**src/sv/twgl_pkg.sv**
```systemverilog
// twgl_pkg: shared constants, register indexes and arithmetic helpers
// for the trilinear wind grid lookup; no dependencies
`timescale 1ns / 1ps

package twgl_pkg;

    localparam int LAT_POINTS = 16;
    localparam int LON_POINTS = 16;
    localparam int ALT_POINTS = 16;

    localparam int LAT_W = $clog2(LAT_POINTS);
    localparam int LON_W = $clog2(LON_POINTS);
    localparam int ALT_W = $clog2(ALT_POINTS);

    localparam int DEPTH    = 4096;
    localparam int ADDR_W   = 12;
    localparam int SAMPLE_W = 24;
    localparam int ENTRY_W  = 2 * SAMPLE_W;
    localparam int POS_W    = 40;
    localparam int RECIP_W  = 32;
    localparam int COORD_W  = 24;
    localparam int FRAC_W   = 16;
    localparam int CORNERS  = 8;
    localparam int IDX_MAX_W = 8;

    localparam logic [COORD_W-1:0] TOP_LAT = COORD_W'((LAT_POINTS - 1) << FRAC_W);
    localparam logic [COORD_W-1:0] TOP_LON = COORD_W'((LON_POINTS - 1) << FRAC_W);
    localparam logic [COORD_W-1:0] TOP_ALT = COORD_W'((ALT_POINTS - 1) << FRAC_W);

    typedef logic signed [SAMPLE_W-1:0] sample_t;

    typedef enum logic [2:0] {
        REG_LAT_ORIGIN = 3'd0,
        REG_LAT_RECIP  = 3'd1,
        REG_LON_ORIGIN = 3'd2,
        REG_LON_RECIP  = 3'd3,
        REG_ALT_ORIGIN = 3'd4,
        REG_ALT_RECIP  = 3'd5
    } reg_index_t;

    // a + round((b - a) * f / 2^16), halves up
    function automatic sample_t blend(input sample_t a, input sample_t b,
                                      input logic [FRAC_W-1:0] f);
        logic signed [SAMPLE_W:0]   diff;
        logic signed [SAMPLE_W+17:0] prod;
        logic signed [SAMPLE_W+17:0] rnd;
        diff = {b[SAMPLE_W-1], b} - {a[SAMPLE_W-1], a};
        prod = diff * $signed({1'b0, f});
        rnd  = (prod + (SAMPLE_W+18)'(32768)) >>> FRAC_W;
        return sample_t'(a + rnd[SAMPLE_W-1:0]);
    endfunction

    // flat address modulo table depth
    function automatic logic [ADDR_W-1:0] flat_addr(input logic [IDX_MAX_W-1:0] i,
                                                    input logic [IDX_MAX_W-1:0] j,
                                                    input logic [IDX_MAX_W-1:0] k);
        logic [31:0] t;
        t = (32'(i) * 32'(LON_POINTS) + 32'(j)) * 32'(ALT_POINTS) + 32'(k);
        return t[ADDR_W-1:0];
    endfunction

endpackage

```
**src/sv/twgl_coord.sv**
```systemverilog
// twgl_coord: three-stage grid coordinate pipeline for one axis
// depends on twgl_pkg
`timescale 1ns / 1ps

module twgl_coord import twgl_pkg::*; (
    input  logic                      aclk,
    input  logic                      en,
    input  logic signed [POS_W-1:0]   q,
    input  logic signed [POS_W-1:0]   org,
    input  logic [RECIP_W-1:0]        recip,
    input  logic [COORD_W-1:0]        top_coord,
    output logic [COORD_W-1:0]        c
);

    logic signed [POS_W:0]     d;
    logic [POS_W-1:0]          ud_reg;
    logic [POS_W-1:0]          ud_next;
    logic [47:0]               hi_reg;
    logic [55:0]               lo_full;
    logic [31:0]               lo_reg;
    logic [48:0]               sum;
    logic [COORD_W-1:0]        c_reg;
    logic [COORD_W-1:0]        c_next;

    assign d       = {q[POS_W-1], q} - {org[POS_W-1], org};
    assign ud_next = (!d[POS_W] && d != '0) ? d[POS_W-1:0] : '0;
    assign lo_full = ud_reg[23:0] * recip;
    assign sum     = {1'b0, hi_reg} + {17'b0, lo_reg};
    assign c_next  = (sum > {25'b0, top_coord}) ? top_coord : sum[COORD_W-1:0];

    always_ff @(posedge aclk) begin
        if (en) begin
            ud_reg <= ud_next;
            hi_reg <= ud_reg[POS_W-1:24] * recip;
            lo_reg <= lo_full[55:24];
            c_reg  <= c_next;
        end
    end

    assign c = c_reg;

endmodule

```
**config.mk**
```make
export PLATFORM = sky130hd
export DESIGN_NAME = twgl_coord
export DESIGN_NICKNAME = d
export VERILOG_FILES = /design/src/sv/twgl_pkg.sv /design/src/sv/twgl_coord.sv
export SDC_FILE = /design/constraint.sdc
export NUM_CORES = 2
export LEC_CHECK = 0
export ABC_AREA = 1
export BUFFER_PORTS_ARGS = -buffer_cell sky130_fd_sc_hd__buf_2
export CELL_PAD_IN_SITES_DETAIL_PLACEMENT = 0
export CELL_PAD_IN_SITES_GLOBAL_PLACEMENT = 1
export CORE_MARGIN = 4
export CORE_UTILIZATION = 45
export CTS_BUF_LIST = sky130_fd_sc_hd__clkbuf_4 sky130_fd_sc_hd__clkbuf_8
export DETAILED_ROUTE_END_ITERATION = 7
export PLACE_DENSITY = 0.74
export SETUP_SLACK_MARGIN = 0.2
export SLEW_MARGIN = 5
export SYNTH_ARGS = -nofsm -noshare
export SYNTH_HDL_FRONTEND = slang
export SYNTH_SLANG_ARGS = --single-unit
```
**constraint.sdc**
```tcl
create_clock -name aclk -period 7.5 [get_ports aclk]
set_input_delay 0.75 -clock aclk [delete_from_list [all_inputs] [get_ports aclk]]
set_output_delay 0.75 -clock aclk [all_outputs]
set_load 0.01 [all_outputs]
```
# Word level (Yosys, flattened, before mapping)
# Index checks and enable logic that the tools add are counted.
# totals
memories	0
elab_cells	13
latchBits	0
register_bits	144
mem_bits_ro	0
input_bits	138
mem_bits_rw	0
# classes
div	0
reduce_logical	3
shift	0
n_addsub	2
n_bitwise	0
n_eq_ne	0
mux	1
n_mul	2
magnitude_cmp	1
# op_table
cell	n
multiplier 24 x 32 -> 56 bit	1
adder 48 x 32 -> 49 bit	1
> comparator 49 x 24 -> 1 bit	1
multiplier 16 x 32 -> 48 bit	1
nonzero test 41 bit	1
subtractor 40 x 40 -> 41 bit	1
two-way mux 24 bit	1
logical AND 1 bit	1
logical NOT 1 bit	1

# Depth between registers and ports, before layout
# logic_depth
ltp_word	3
depth_mapped	32
depth_no_buf	30

# Worst setup path after synthesis
# OpenSTA, ideal clock, no wires.
# synth_timing
kind	in2reg
from	input recip[27]
to	register lo_reg[29] (data pin)
path_slack_ns	0.848
setup_time_ns	0.252
cell_stages	26
required_time_ns	7.248
arrival_ns	6.399
path_buffers	1
cell_sequence	clkbuf_1 nand2_1 fa_1 inv_1 fa_1 inv_1 fa_1 inv_1 fa_1 fa_1 fa_1 inv_1 fa_1 inv_1 ha_1 nand2_1 nor2_1 inv_1 nor4_1 nand3_1 nand3_1 a21oi_1 o21bai_1 nand2_1 nand3_1 nand2_1
# synth_via
elab_chain_len	1
# synth_rtl
element	line_no	source
start: declaration	twgl_coord.sv:10	input logic [RECIP_W-1:0] recip,
multiplier 24 x 32 -> 56 bit	twgl_coord.sv:27	assign lo_full = ud_reg[23:0] * recip;
named net lo_full[53]	twgl_coord.sv:19	logic [55:0] lo_full;
end signal: assignment	twgl_coord.sv:35	lo_reg <= lo_full[55:24];
end: declaration	twgl_coord.sv:20	logic [31:0] lo_reg;
# The timed path passes the listed nets, and every way through them passes these cells.
# A chain may end at the register's enable or synchronous reset.

# Worst setup path in the final report
# layout_timing
from	register ud_reg[0]
to	register lo_reg[27] (data pin)
# layout_via
elab_chain_len	1
# layout_rtl
element	line_no	source
start: declaration	twgl_coord.sv:16	logic [POS_W-1:0] ud_reg;
start signal: assignment	twgl_coord.sv:33	ud_reg <= ud_next;
multiplier 24 x 32 -> 56 bit	twgl_coord.sv:27	
named net lo_full[51]	twgl_coord.sv:19	
# The timed path passes the listed nets, and every way through them passes these cells.

==> metrics.yaml <==
dieArea_um2: 125000
largest_register_ffs: 48
drt-initial-drc-count: 2828
antenna_found_initial: 9
ioPinCount: 162
synth.distinct_cells: 48
min_period_ps: 7010
finalNetCount: 9019
synth-async-reset-ratio: 0
hp-class: "input pin to flip-flop"
synthesis.instances: 7206
area_delta_synth_final_pct: 9.06
wl_um: 167000
io_buffers: 161
drt_first_pass_iters: 5
clock_skew_ps: 38.7
die_w_um: 354
hold_buffers: 0
htree_levels: 4
clock_sinks: 144
cts-root-buf: "clkbuf_8"
timing.fmax_ghz: 0.143
critical_path.slowest_cell: "fa_1"
final_common_cell: "inv_1"
wl_per_cell_um: 18.5
start_util: 0.455
ys.warnings.count: 0
setup_tns_ps: 0
avgViaCountPerCell: 4.98
grt_max_degree: 96
ys_seq_area_frac: 0.0803
maxCapViolCount: 0
die_y_um: 354
rows: 126
tightest_slew_ps: 1050
synth_edf_count: 144
worstSetupPathType: "flip-flop to flip-flop"
setup_viol: 0
finalMaxSlewViolations: 0
cts_buffer_depth: 2
vias: 45000
synth_top_area_share: 0.400
timing.slew.headroom: 0.301
drive_above_1_share: 0.0738
cts_made_buffers: 17
start_kind: "flip-flop"
syn_avg_cell_area_um2: 7.47
clock_latency_ps: 590
hold_viol_final: 0
grt_overflow: 0
final_area_um2: 58700
synth_nets: 8815
rsz0062_at_grt: "false"
grt.total_usage: 0.274
cp.required_ps: 7820
netlist_area_um2: 53900
drc: 0
dp_hpwl_um: 141000
post-route-period-util: 0.935
layout_common_cells: "2137 x inv_1, 2019 x nand2_1, 1077 x fa_1"
final_core_util: 0.496
clk_pin_slew_ps: 100
yosysTopAreaCell: "fa_1"
synth_area_leaders: "fa_1 40%, inv_1 15%, nand2_1 14%, ha_1 9.2%, edfxtp_1 8.0%"
cts_tree: "built"
coreArea_um2: 118000
grt_pass1_wl_um: 268000
ant_nets: 0
max_stage_delay_ps: 560
place_area_um2: 58100
num-fill-cells: 12000
synth_top_flop_cell: "edfxtp_1"
grt_pass1_vias: 48300
cp-end-kind: "flip-flop"
place_congestion: 0.947
ys_seq_elements: 144
cp.arrival_ps: 7340
fin_cells: 9027
status: "complete, no violations"
place_inst: 8974
cp_max_fo: 31
==> logic make-up after synthesis <==
| logic type | count (synthesis) | share of synthesized area |
|---|---|---|
| simple gates | 2628 | 0.194 |
| buf+inv | 2401 | 0.168 |
| xor+xnor | 116 | 0.0189 |
| flops | 144 | 0.0803 |
| compound gates | 446 | 0.0464 |
| fa+ha+maj | 1471 | 0.492 |
==> repair_timing <==
item	CTS	global route
hold endpoints to repair	0	0
setup endpoints to repair	5	11
buffers inserted	5	12
gates resized for setup	1	3
cloned	0	0
==> layout make-up <==
cell class                 count  area (µm²)  area share
multi-input combinational   4661       40500       0.689
inverter                    2143        8040       0.137
sequential                   144        4320      0.0736
timing repair buffer         443        3490      0.0594
tap                         1600        2000      0.0341
clock buffer                  17         234     0.00398
clock inverter                15         161     0.00275
antenna                        4        10.0    0.000170
==> path summary, 6_finish.rpt <==
kind	slack, ps	endpoint	cells after the start	start
setup / recovery	490	lo_reg[27]	28	ud_reg[0]
hold reg to reg	810	c[0]	3	lo_reg[0]
setup reg to reg	490	lo_reg[27]	28	ud_reg[0]
hold / removal	460	c[7]	3	top_coord[7]
==> cells in the mapped netlist (6+ instances only) <==
cell / number
o21ai_0: 117
buf_6: 6
a21oi_1: 203
ha_1: 394
nor2_2: 40
nor2_1: 311
o21a_1: 19
nand4_1: 38
nand3_1: 139
clkbuf_1: 241
inv_1: 2137
a21o_1: 17
nor3_1: 27
o21bai_1: 9
edfxtp_1: 144
a31oi_1: 48
nor4_1: 10
xnor2_1: 40
buf_1: 7
fa_1: 1077
nand3b_1: 14
nand2_1: 2019
xor2_1: 76
nand2_2: 12
==> metrics by stage <==
step | worst slack [ps] | hold WS [ps]
floorplan | 848 | 657
global placement | -135 | 765
detailed placement | -143 | 785
CTS | 249 | 414
global route | 207 | 429
finish | 488 | 456
==> routing by layer <==
metal	global-route usage	share of wire	vias to the layer above	wire, µm
met3	0.0335	0.061	262	10200
met5	0	0.00016	-	27
met1	0.363	0.43	22200	71300
met4	0.0765	0.030	4	5010
met2	0.477	0.48	1421	80800
li1	-	-	21100	-
==> critical path, delay by kind of cell, from the launching register on <==
family,cells,cell delay [ps]
adder cells (fa/ha/maj),8,3870
AO/OA/AOI/OAI,7,1240
buffers and inverters,10,920
flip-flops,1,420
AND/OR/NAND/NOR,3,300
Power is not shown: default switching activity piles up to over one toggle a cycle in this logic, so the estimate is an artifact.
